## config.mk

```make
export PLATFORM = sky130hd
export DESIGN_NAME = drop_release_predictor_top_flat
export DESIGN_NICKNAME = d
export VERILOG_FILES = /design/src/design/drp_pkg.sv /design/src/design/drp_in_if.sv /design/src/design/drp_out_if.sv /design/src/design/drp_disc.sv /design/src/design/drp_isqrt.sv /design/src/design/drp_divmul.sv /design/src/design/drop_release_predictor_top.sv /design/src/flat_wrapper.sv
export SDC_FILE = /design/constraint.sdc
export NUM_CORES = 2
export LEC_CHECK = 0
export BUFFER_PORTS_ARGS = -buffer_cell sky130_fd_sc_hd__buf_2
export CAP_MARGIN = 20
export CORE_ASPECT_RATIO = 1.5
export CORE_MARGIN = 1
export CORE_UTILIZATION = 45
export DETAILED_ROUTE_END_ITERATION = 10
export SLEW_MARGIN = 20
export SYNTH_ARGS = -nofsm -noshare
export SYNTH_HDL_FRONTEND = slang
export SYNTH_HIERARCHICAL = 1
export SYNTH_SLANG_ARGS = --single-unit
```

## constraint.sdc

```tcl
create_clock -name clk_i -period 19.8 [get_ports clk_i]
set_input_delay 2.97 -clock clk_i [delete_from_list [all_inputs] [get_ports clk_i]]
set_output_delay 2.97 -clock clk_i [all_outputs]
set_load 0.01 [all_outputs]
```

## src/design/drp_pkg.sv

```systemverilog
`timescale 1ns / 1ps
package drp_pkg;

  // Configuration register indexes
  localparam int unsigned CfgIdxW  = 2;
  localparam int unsigned CfgDataW = 32;
  localparam logic [CfgIdxW-1:0] CfgTargetX = 2'd0;
  localparam logic [CfgIdxW-1:0] CfgTargetY = 2'd1;
  localparam logic [CfgIdxW-1:0] CfgMissTol = 2'd2;

  // 9.8 and 2 * 9.8 in Q16.16
  localparam logic [20:0] GravQ16  = 21'd642253;
  localparam logic [20:0] Grav2Q16 = 21'd1284506;

  localparam logic [30:0] MissTolReset = 31'd65536;
  localparam logic [23:0] FtMax        = 24'hFFFFFF;

  // Last step index of each serial phase
  localparam logic [4:0] SqLast = 5'd31;
  localparam logic [4:0] RtLast = 5'd31;
  localparam logic [4:0] DvLast = 5'd29;

  typedef struct packed {
    logic signed [31:0] pos_x;
    logic signed [31:0] pos_y;
    logic signed [31:0] height;
    logic signed [31:0] vel_x;
    logic signed [31:0] vel_y;
    logic signed [31:0] vel_z;
    logic               abort;
  } drp_in_t;

  typedef struct packed {
    logic        release_res;
    logic [23:0] fall_time;
    logic        no_solution;
    logic        finished;
  } drp_out_t;

  // Load and step strobes for one serial unit
  typedef struct packed {
    logic load;
    logic step;
  } drp_ctl_t;

endpackage

```

## src/design/drp_in_if.sv

```systemverilog
`timescale 1ns / 1ps
interface drp_in_if;
  import drp_pkg::*;

  logic    valid;
  logic    ready;
  drp_in_t data;

  modport source (output valid, output data, input ready);
  modport sink (input valid, input data, output ready);
endinterface

```

## src/design/drp_out_if.sv

```systemverilog
`timescale 1ns / 1ps
interface drp_out_if;
  import drp_pkg::*;

  logic     valid;
  logic     ready;
  drp_out_t data;

  modport source (output valid, output data, input ready);
  modport sink (input valid, input data, output ready);
endinterface

```

## src/design/drp_disc.sv

```systemverilog
`timescale 1ns / 1ps
module drp_disc (
  input  logic               clk_i,
  input  drp_pkg::drp_ctl_t  ctl_i,
  input  logic signed [31:0] vel_z_i,
  input  logic signed [31:0] height_i,
  output logic signed [63:0] disc_o
);
  import drp_pkg::*;

  logic [63:0] sq_mcand_q;
  logic [31:0] sq_mplr_q;
  logic [63:0] sq_acc_q;
  logic [51:0] gh_mcand_q;
  logic [31:0] gh_mplr_q;
  logic [51:0] gh_acc_q;
  logic        h_neg_q;
  logic [31:0] vz_abs;
  logic [31:0] h_abs;
  logic [63:0] gh_ext;

  assign vz_abs = vel_z_i[31] ? $unsigned(-vel_z_i) : $unsigned(vel_z_i);
  assign h_abs  = height_i[31] ? $unsigned(-height_i) : $unsigned(height_i);

  // Shift-add: one multiplier bit per step for vz^2 and 2g*|h|
  always_ff @(posedge clk_i) begin
    if (ctl_i.load) begin
      sq_mcand_q <= {32'b0, vz_abs};
      sq_mplr_q  <= vz_abs;
      sq_acc_q   <= '0;
      gh_mcand_q <= {31'b0, Grav2Q16};
      gh_mplr_q  <= h_abs;
      gh_acc_q   <= '0;
      h_neg_q    <= height_i[31];
    end else if (ctl_i.step) begin
      if (sq_mplr_q[0]) begin
        sq_acc_q <= sq_acc_q + sq_mcand_q;
      end
      if (gh_mplr_q[0]) begin
        gh_acc_q <= gh_acc_q + gh_mcand_q;
      end
      sq_mcand_q <= {sq_mcand_q[62:0], 1'b0};
      sq_mplr_q  <= {1'b0, sq_mplr_q[31:1]};
      gh_mcand_q <= {gh_mcand_q[50:0], 1'b0};
      gh_mplr_q  <= {1'b0, gh_mplr_q[31:1]};
    end
  end

  assign gh_ext = {12'b0, gh_acc_q};
  assign disc_o = $signed(sq_acc_q + (h_neg_q ? (~gh_ext + 64'd1) : gh_ext));

endmodule

```

## src/design/drp_isqrt.sv

```systemverilog
`timescale 1ns / 1ps
module drp_isqrt (
  input  logic              clk_i,
  input  drp_pkg::drp_ctl_t ctl_i,
  input  logic [63:0]       rad_i,
  output logic [31:0]       root_o
);
  import drp_pkg::*;

  logic [63:0] rad_q;
  logic [33:0] rem_q;
  logic [31:0] root_q;
  logic [35:0] rem_sh;
  logic [35:0] trial;
  logic [35:0] rem_diff;
  logic        take;

  // Bring in two radicand bits, try root*4+1, keep one root bit
  assign rem_sh   = {rem_q, rad_q[63:62]};
  assign trial    = {2'b00, root_q, 2'b01};
  assign rem_diff = rem_sh - trial;
  assign take     = (rem_sh >= trial);

  always_ff @(posedge clk_i) begin
    if (ctl_i.load) begin
      rad_q  <= rad_i;
      rem_q  <= '0;
      root_q <= '0;
    end else if (ctl_i.step) begin
      rad_q  <= {rad_q[61:0], 2'b00};
      rem_q  <= take ? rem_diff[33:0] : rem_sh[33:0];
      root_q <= {root_q[30:0], take};
    end
  end

  assign root_o = root_q;

endmodule

```

## src/design/drp_divmul.sv

```systemverilog
`timescale 1ns / 1ps
module drp_divmul (
  input  logic               clk_i,
  input  drp_pkg::drp_ctl_t  ctl_i,
  input  logic signed [31:0] vel_z_i,
  input  logic [31:0]        root_i,
  input  logic signed [31:0] vel_x_i,
  input  logic signed [31:0] vel_y_i,
  output logic signed [63:0] prod_x_o,
  output logic signed [63:0] prod_y_o,
  output logic [29:0]        quot_o,
  output logic               neg_o
);
  import drp_pkg::*;

  logic signed [33:0] num;
  logic [33:0]        mag;
  logic signed [32:0] vx_ext;
  logic signed [32:0] vy_ext;
  logic [29:0]        dvd_q;
  logic [19:0]        rem_q;
  logic [29:0]        quot_q;
  logic               neg_q;
  logic signed [32:0] vx_eff_q;
  logic signed [32:0] vy_eff_q;
  logic signed [63:0] acc_x_q;
  logic signed [63:0] acc_y_q;
  logic [20:0]        rem_sh;
  logic [20:0]        rem_diff;
  logic               qb;
  logic signed [63:0] add_x;
  logic signed [63:0] add_y;

  assign num    = $signed({{2{vel_z_i[31]}}, vel_z_i}) + $signed({2'b00, root_i});
  assign mag    = num[33] ? $unsigned(-num) : $unsigned(num);
  assign vx_ext = $signed({vel_x_i[31], vel_x_i});
  assign vy_ext = $signed({vel_y_i[31], vel_y_i});

  // Restoring divide by g, quotient MSB first; each quotient bit feeds
  // both velocity products right away
  assign rem_sh   = {rem_q, dvd_q[29]};
  assign rem_diff = rem_sh - GravQ16;
  assign qb       = (rem_sh >= GravQ16);
  assign add_x    = qb ? 64'(vx_eff_q) : 64'sd0;
  assign add_y    = qb ? 64'(vy_eff_q) : 64'sd0;

  always_ff @(posedge clk_i) begin
    if (ctl_i.load) begin
      dvd_q    <= {mag[13:0], 16'b0};
      rem_q    <= {1'b0, mag[32:14]};
      quot_q   <= '0;
      neg_q    <= num[33];
      vx_eff_q <= num[33] ? -vx_ext : vx_ext;
      vy_eff_q <= num[33] ? -vy_ext : vy_ext;
      acc_x_q  <= '0;
      acc_y_q  <= '0;
    end else if (ctl_i.step) begin
      dvd_q   <= {dvd_q[28:0], 1'b0};
      rem_q   <= qb ? rem_diff[19:0] : rem_sh[19:0];
      quot_q  <= {quot_q[28:0], qb};
      acc_x_q <= $signed({acc_x_q[62:0], 1'b0}) + add_x;
      acc_y_q <= $signed({acc_y_q[62:0], 1'b0}) + add_y;
    end
  end

  assign prod_x_o = acc_x_q;
  assign prod_y_o = acc_y_q;
  assign quot_o   = quot_q;
  assign neg_o    = neg_q;

endmodule

```

## src/design/drop_release_predictor_top.sv

```systemverilog
`timescale 1ns / 1ps
// Samples are taken one at a time: a new one is accepted only once the last has been
//   run through, even while its result still waits in the output register.
// The run is set by the bit-serial units: 32 square steps, 32 root steps, 30 divide steps.
// Reset (rst_ni low, asynchronous) clears the done latch, the sequencer and the
//   output valid, and loads target 0/0 and a miss tolerance of 1.0.
module drop_release_predictor_top (
  input  logic                          clk_i,
  input  logic                          rst_ni,
  input  logic                          cfg_we_i,
  input  logic [drp_pkg::CfgIdxW-1:0]   cfg_idx_i,
  input  logic [drp_pkg::CfgDataW-1:0]  cfg_data_i,
  drp_in_if.sink                        in_i,
  drp_out_if.source                     out_o
);
  import drp_pkg::*;

  // Sequencer states
  localparam logic [2:0] StIdle = 3'd0;  // wait for a sample
  localparam logic [2:0] StSq   = 3'd1;  // serial vz^2 + 2g*h
  localparam logic [2:0] StDs   = 3'd2;  // load the root unit with the discriminant
  localparam logic [2:0] StRt   = 3'd3;  // serial square root
  localparam logic [2:0] StDm   = 3'd4;  // form vz + root, load the divider
  localparam logic [2:0] StDv   = 3'd5;  // divide by g and multiply by velocity
  localparam logic [2:0] StMx   = 3'd6;  // form the per-axis miss
  localparam logic [2:0] StFn   = 3'd7;  // compare, write the result beat

  // Configuration
  logic signed [31:0] target_x_q;
  logic signed [31:0] target_y_q;
  logic [30:0]        miss_tol_q;

  // Sequencer
  logic [2:0] state_q, state_d;
  logic [4:0] cnt_q, cnt_d;

  // Sample held for the whole run
  logic signed [31:0] pos_x_q;
  logic signed [31:0] pos_y_q;
  logic signed [31:0] vel_x_q;
  logic signed [31:0] vel_y_q;
  logic signed [31:0] vel_z_q;
  logic               abort_q;

  // Intermediate results
  logic               nosol_q;
  logic signed [32:0] diff_x_q;
  logic signed [32:0] diff_y_q;
  logic signed [48:0] miss_x_q;
  logic signed [48:0] miss_y_q;

  // Output register and done latch
  logic     out_valid_q;
  drp_out_t out_data_q;
  logic     done_q;

  logic               in_fire;
  logic               out_load;
  drp_ctl_t           disc_ctl;
  drp_ctl_t           root_ctl;
  drp_ctl_t           dm_ctl;
  logic signed [63:0] disc;
  logic [31:0]        root;
  logic signed [63:0] prod_x;
  logic signed [63:0] prod_y;
  logic [29:0]        quot;
  logic               t_neg;
  logic signed [48:0] tol_ext;
  logic signed [48:0] tol_neg;
  logic               hit_x;
  logic               hit_y;
  logic               rel;
  logic [23:0]        fall_time;

  // -------------------------------------------------------------------------
  // Configuration writes: unknown indexes are dropped
  // -------------------------------------------------------------------------
  always_ff @(posedge clk_i or negedge rst_ni) begin
    if (!rst_ni) begin
      target_x_q <= '0;
      target_y_q <= '0;
      miss_tol_q <= MissTolReset;
    end else if (cfg_we_i) begin
      unique case (cfg_idx_i)
        CfgTargetX: target_x_q <= $signed(cfg_data_i);
        CfgTargetY: target_y_q <= $signed(cfg_data_i);
        CfgMissTol: miss_tol_q <= cfg_data_i[30:0];
        default: ;
      endcase
    end
  end

  // -------------------------------------------------------------------------
  // Handshakes: take a sample only when the sequencer is idle; the result
  // leaves through its own register so a new sample can start while it waits
  // -------------------------------------------------------------------------
  assign in_i.ready = (state_q == StIdle);
  assign in_fire    = in_i.valid && in_i.ready;
  assign out_load   = (state_q == StFn) && (!out_valid_q || out_o.ready);

  // -------------------------------------------------------------------------
  // Sequencer: one shared step counter runs each serial phase
  // -------------------------------------------------------------------------
  always_comb begin
    state_d = state_q;
    cnt_d   = cnt_q;
    unique case (state_q)
      StIdle: begin
        if (in_fire) begin
          state_d = StSq;
          cnt_d   = '0;
        end
      end
      StSq: begin
        cnt_d = cnt_q + 5'd1;
        if (cnt_q == SqLast) begin
          state_d = StDs;
          cnt_d   = '0;
        end
      end
      StDs: state_d = StRt;
      StRt: begin
        cnt_d = cnt_q + 5'd1;
        if (cnt_q == RtLast) begin
          state_d = StDm;
          cnt_d   = '0;
        end
      end
      StDm: state_d = StDv;
      StDv: begin
        cnt_d = cnt_q + 5'd1;
        if (cnt_q == DvLast) begin
          state_d = StMx;
          cnt_d   = '0;
        end
      end
      StMx: state_d = StFn;
      StFn: begin
        if (out_load) begin
          state_d = StIdle;
        end
      end
      default: state_d = StIdle;
    endcase
  end

  always_ff @(posedge clk_i or negedge rst_ni) begin
    if (!rst_ni) begin
      state_q <= StIdle;
      cnt_q   <= '0;
    end else begin
      state_q <= state_d;
      cnt_q   <= cnt_d;
    end
  end

  assign disc_ctl.load = in_fire;
  assign disc_ctl.step = (state_q == StSq);
  assign root_ctl.load = (state_q == StDs);
  assign root_ctl.step = (state_q == StRt);
  assign dm_ctl.load   = (state_q == StDm);
  assign dm_ctl.step   = (state_q == StDv);

  // -------------------------------------------------------------------------
  // Hold the sample fields that later phases need
  // -------------------------------------------------------------------------
  always_ff @(posedge clk_i) begin
    if (in_fire) begin
      pos_x_q <= in_i.data.pos_x;
      pos_y_q <= in_i.data.pos_y;
      vel_x_q <= in_i.data.vel_x;
      vel_y_q <= in_i.data.vel_y;
      vel_z_q <= in_i.data.vel_z;
      abort_q <= in_i.data.abort;
    end
  end

  // -------------------------------------------------------------------------
  // Serial datapath
  // -------------------------------------------------------------------------
  // Discriminant D = vz^2 + 2g*h, exact Q32.32
  drp_disc u_disc (
    .clk_i    (clk_i),
    .ctl_i    (disc_ctl),
    .vel_z_i  (in_i.data.vel_z),
    .height_i (in_i.data.height),
    .disc_o   (disc)
  );

  // floor(sqrt(D)) in Q16.16; a negative D still runs but is masked
  drp_isqrt u_isqrt (
    .clk_i  (clk_i),
    .ctl_i  (root_ctl),
    .rad_i  ($unsigned(disc)),
    .root_o (root)
  );

  // t = (vz + root) / g, truncated toward zero, and v * t for both axes
  drp_divmul u_divmul (
    .clk_i    (clk_i),
    .ctl_i    (dm_ctl),
    .vel_z_i  (vel_z_q),
    .root_i   (root),
    .vel_x_i  (vel_x_q),
    .vel_y_i  (vel_y_q),
    .prod_x_o (prod_x),
    .prod_y_o (prod_y),
    .quot_o   (quot),
    .neg_o    (t_neg)
  );

  // Latch the solution flag and the offsets to the target while the discriminant
  // is fresh; the user keeps the configuration put during a run, not enforced by the block
  always_ff @(posedge clk_i) begin
    if (state_q == StDs) begin
      nosol_q  <= disc[63];
      diff_x_q <= $signed({target_x_q[31], target_x_q}) - $signed({pos_x_q[31], pos_x_q});
      diff_y_q <= $signed({target_y_q[31], target_y_q}) - $signed({pos_y_q[31], pos_y_q});
    end
    // Floor v*t to Q16.16 (arithmetic drop of 16 bits) and subtract the offset
    if (state_q == StMx) begin
      miss_x_q <= $signed({prod_x[63], prod_x[63:16]}) - 49'(diff_x_q);
      miss_y_q <= $signed({prod_y[63], prod_y[63:16]}) - 49'(diff_y_q);
    end
  end

  // -------------------------------------------------------------------------
  // Result: |miss| < tol is miss < tol for a positive miss and miss > -tol
  // for a negative one, so no absolute value is formed
  // -------------------------------------------------------------------------
  assign tol_ext = $signed({18'b0, miss_tol_q});
  assign tol_neg = -tol_ext;
  assign hit_x   = miss_x_q[48] ? (miss_x_q > tol_neg) : (miss_x_q < tol_ext);
  assign hit_y   = miss_y_q[48] ? (miss_y_q > tol_neg) : (miss_y_q < tol_ext);
  assign rel     = hit_x && hit_y && !nosol_q && !done_q;

  // Clamp the fall time to Q8.16: zero when there is no solution or t < 0
  always_comb begin
    if (nosol_q || t_neg) begin
      fall_time = '0;
    end else if (|quot[29:24]) begin
      fall_time = FtMax;
    end else begin
      fall_time = quot[23:0];
    end
  end

  always_ff @(posedge clk_i) begin
    if (out_load) begin
      out_data_q.release_res <= rel;
      out_data_q.fall_time   <= fall_time;
      out_data_q.no_solution <= nosol_q;
      out_data_q.finished    <= done_q;
    end
  end

  // Done latch: set by a release or an abort, cleared only by reset
  always_ff @(posedge clk_i or negedge rst_ni) begin
    if (!rst_ni) begin
      out_valid_q <= 1'b0;
      done_q      <= 1'b0;
    end else begin
      if (out_load) begin
        out_valid_q <= 1'b1;
        done_q      <= done_q || rel || abort_q;
      end else if (out_o.ready) begin
        out_valid_q <= 1'b0;
      end
    end
  end

  assign out_o.valid = out_valid_q;
  assign out_o.data  = out_data_q;

  // -------------------------------------------------------------------------
  // Assertions
  // -------------------------------------------------------------------------
  a_done_sticky: assert property (@(posedge clk_i) disable iff (!rst_ni)
    done_q |=> done_q)
    else $error("done latch cleared without reset");

  a_release_sets_done: assert property (@(posedge clk_i) disable iff (!rst_ni)
    (out_load && rel) |=> (done_q && out_valid_q && out_o.data.release_res))
    else $error("release beat did not set the done latch");

  a_accept_starts_run: assert property (@(posedge clk_i) disable iff (!rst_ni)
    in_fire |=> (state_q == StSq && cnt_q == 5'd0))
    else $error("accepted beat did not start the square phase");

  a_result_frees_input: assert property (@(posedge clk_i) disable iff (!rst_ni)
    out_load |=> (in_i.ready && out_valid_q))
    else $error("result beat did not free the input side");

endmodule

```

## src/flat_wrapper.sv

```systemverilog
// flat-port wrapper written by rule: the top's interface ports become plain ports
module drop_release_predictor_top_flat import drp_pkg::*;
  (clk_i, rst_ni, cfg_we_i, cfg_idx_i, cfg_data_i, in_i_valid, in_i_data, in_i_ready, out_o_valid, out_o_data, out_o_ready);
  drp_in_if in_i_i ();
  drp_out_if out_o_i ();
  input  logic clk_i;
  input  logic rst_ni;
  input  logic cfg_we_i;
  input  logic [drp_pkg::CfgIdxW-1:0] cfg_idx_i;
  input  logic [drp_pkg::CfgDataW-1:0] cfg_data_i;
  input wire logic [$bits(in_i_i.valid)-1:0] in_i_valid;
  input wire logic [$bits(in_i_i.data)-1:0] in_i_data;
  output wire logic [$bits(in_i_i.ready)-1:0] in_i_ready;
  output wire logic [$bits(out_o_i.valid)-1:0] out_o_valid;
  output wire logic [$bits(out_o_i.data)-1:0] out_o_data;
  input wire logic [$bits(out_o_i.ready)-1:0] out_o_ready;
  assign in_i_i.valid = in_i_valid;
  assign in_i_i.data = in_i_data;
  assign in_i_ready = in_i_i.ready;
  assign out_o_valid = out_o_i.valid;
  assign out_o_data = out_o_i.data;
  assign out_o_i.ready = out_o_ready;
  drop_release_predictor_top u_core (.clk_i(clk_i), .rst_ni(rst_ni), .cfg_we_i(cfg_we_i), .cfg_idx_i(cfg_idx_i), .cfg_data_i(cfg_data_i), .in_i(in_i_i), .out_o(out_o_i));
endmodule
```

==> qor.csv <==
metric,value,unit
outcome,finished with violations,
failing checks,DRC,
clock sinks,1142,
adder-cell share of the synthesized area,10.57,%
CTS Buf Count,120,
Top Metal Used,met5,
antenna violations before repair,9,
drt first pass iters,11,
ys flop type,edfxtp_1,
Yosys top cell area share,23.55,%
Core Rows,187,
PwrDens,155.3,nW/um2
placed inst area,81630,um2
Simple-Gate Fraction of Synth Area,15.58,%
Area Growth Syn to Fin,9.644,%
post-CTS resize count,0,
vias in the first global route,64640,
Final Cycle Share,34.67,%
combinational power share,51.4,%
"Core Util, Final",49.65,%
"Reg clk slew, reported paths",70,ps
Die H,512.9,um
critical path arrival,7600,ps
Clock Latency Late Sink,800,ps
Final Hold Vio Count,0,
CP Data Required Time,20530,ps
Die ar.,175700,um2
fin. max-slew vios,0,
internal power,0.007462,W
worst-margin pin slew,1087,ps
Root Buffer Master,clkbuf_16,
sequential-to-total area share from yosys stat,37.72,%
asr flop ratio synth,9.194,%
TNS Setup,0,ps
Netlist Area Pre-Place,78300,um2
final WL,245200,um
total number of vias,64600,
leakage,35.53,nW
Seq cells post-synth,1142,
cts hold-fix bufs,0,
layout cells sized above 1,9.610,%
"commonest non-fill, non-tap cell in the layout",nor2_1,
CTS tree,built,
most frequent cells in the layout,"nor2_1 (711), a21oi_1 (690), nand2_1 (677)",
wire length per cell,22.45,um
Final min period,6864,ps
post-CTS setup repair buffer count,0,
Fillers,16250,
Sequential cell area,29530,um2
Avg Inst Size Synth,9.250,um2
"critical path, cell by cell",inv_1 -> ha_1 -> or3b_2 -> or4_4 -> a221o_2 -> nand2_2 -> buf_4 -> and2_1 -> ha_1 -> fa_1 -> a211oi_1 -> o21bai_1 -> a21oi_1 -> nor4b_1 -> nor3_1 -> o31ai_1 -> a21oi_1 -> o31ai_2 -> mux2i_1 -> or3_1 -> nand3_1,
crit-path max cell delay,750,ps
mux contribution to synthesized area,5.169,%
Max Cap Violations,0,
Via density,5.916,
Synth Area in XOR/XNOR,7.944,%
CTS H-Tree Depth,3,
initial drt markers,4224,
worst hold path class,flip-flop to flip-flop,
I/O Buffers,260,
"Design Area, Final",85850,um2
multi-input logic area,45990,um2
top-level I/O count,261,
Yosys top cell by area,edfxtp_1,
critical path endpoint category,flip-flop,
Core Area,172900,um2
syn nets,9351,
met3 WL,8115,um
CP Max Fanout,70,
switching power total,0.005874,W
met1 WL,92530,um
worst vdd ir,0.0001026,V
largest net degree at the start of global routing,172,
Mapped Cells,8465,
"EDFF count, synth",614,
Yosys warnings,6,
Crit Path Class,flip-flop to flip-flop,
clk_skew,50.00,ps
RD Place Congestion,0.9706,
sw frac,44.05,%
met2 WL,129200,um
Global Route Usage Sum,27.27,%
Die X,342.6,um
Clk pwr share,18.1,%
compound-cell area share of the yosys netlist,19.34,%
ranking of synthesized cells by area,"edfxtp_1 (24%), dfxtp_1 (11%), ha_1 (10%)",
WP buf/inv,2,
maximum clock path buffer count,3,
Crit-path slowest cell,nor4b_1,
Nets,9426,
RSZ-0062 raised after global routing,false,
final number of setup-violating endpoints,0,
Sequential Power Share,30.5,%
Rel. slew slack,26.95,%
f_max,145.7,MHz
Yosys cell types,125,
DRC errors left,48,
DP Wirelength,188300,um
post-route ant nets,0,
first-pass GRT wire length,373500,um
initial core utilization,45.28,%
kind of cell adding the most delay to the critical path,simple AND/OR/NAND/NOR gates,
CP Launch Type,flip-flop,
grt ovf,0,
main combinational cell family by area after synthesis,compound AO/OA/AOI/OAI gates,
-- final cells by class --
cell class	instances	share of cell area, %
sequential	1142	34.40
multi-input combinational	6574	53.57
timing repair buffer	323	2.142
tap	2268	3.305
clock inverter	80	1.116
antenna	5	0.01457
inverter	379	1.657
clock buffer	149	3.788
-- tightest hold or removal path: stages, from the launching register on --
cell     delay [ps]
dfxtp_1         320
nand2_1          50
o21ai_0          60
-- cells by family (layout without fill, tap and decap cells) --
group                      Yosys count  in the layout
muxes                              384            384
xor gates and xnor gates           707            707
AOI/OAI and AO/OA                 2311           2311
and+or+nand+nor                   2516           2516
adders and majority gates          656            656
DFF                               1142           1142
buffers and inverters              749            931
other                                0              5
-- cell usage after synthesis, types with 132 or more instances --
cell type,instances
nor2_1,718
a21oi_1,691
nand2_1,682
ha_1,644
edfxtp_1,614
xnor2_1,446
dfxtp_1,423
o21ai_0,398
inv_1,378
clkbuf_1,304
a21o_1,279
xor2_1,259
mux2i_1,221
nand3_1,172
nor3_1,166
mux2_2,163
o21a_1,155
nand4_1,132
-- metal layers --
metal | track usage, % | vias up
li1 | - | 31270
met4 | 15.63 | 6
met5 | 0 | -
met3 | 2.485 | 510
met2 | 51.67 | 1448
met1 | 29.01 | 31360
-- power groups by stage --
| stage | Sequential, W | Clock, W | Combinational, W |
|---|---|---|---|
| 5_1_grt | 0.00412 | 0.00256 | 0.00759 |
| 6_report | 0.00406 | 0.00242 | 0.00685 |
| 3_3_place_gp | 0.00410 | 0 | 0.00671 |
| 3_5_place_dp | 0.00411 | 0 | 0.00678 |
| 2_1_floorplan | 0.00371 | 0 | 0.00531 |
| 4_1_cts | 0.00407 | 0.00249 | 0.00683 |
-- final timing paths --
path | startpoint | to | slack [ps] | depth (start not counted)
hold / removal | u_core/u_divmul/prod_y_o[15] | u_core/u_divmul/prod_y_o[15] | 470 | 2
max in group asynchronous | rst_ni | u_core/miss_tol_q[0] | 16670 | 2
hold reg to reg | u_core/u_divmul/prod_y_o[15] | u_core/u_divmul/prod_y_o[15] | 470 | 2
setup / recovery | u_core/u_divmul/rem_q[0] | u_core/u_divmul/prod_y_o[59] | 12940 | 21
setup reg to reg | u_core/u_divmul/rem_q[0] | u_core/u_divmul/prod_y_o[59] | 12940 | 21
min in group asynchronous | rst_ni | u_core/target_y_q[21] | 2090 | 1
-- sequential cells by signal (all words and copies together) (netlist names), 33 cells and up --
name	cells
u_core/diff_x_q	33
u_core/diff_y_q	33
u_core/miss_x_q	49
u_core/miss_y_q	49
u_core/u_disc/gh_acc_q	51
u_core/u_disc/gh_mcand_q	51
u_core/u_disc/sq_acc_q	64
u_core/u_disc/sq_mcand_q	64
u_core/u_divmul/prod_x_o	64
u_core/u_divmul/prod_y_o	64
u_core/u_divmul/vx_eff_q	33
u_core/u_divmul/vy_eff_q	33
u_core/u_isqrt/rad_q	64
u_core/u_isqrt/rem_q	34
-- metrics by stage --
step	hold WS (ps)	worst slack [ps]	cells	total power, W
after global routing	503.1	12550	10920	0.01426
after CTS	477.1	13010	10920	0.01339
after global placement	456.8	13060	10690	0.01081
after floorplan	426.4	9777	8465	0.009019
final	473.8	12940	10920	0.01334
after detailed placement	460.9	13020	10690	0.01089
(Power assumes the default switching activity.)
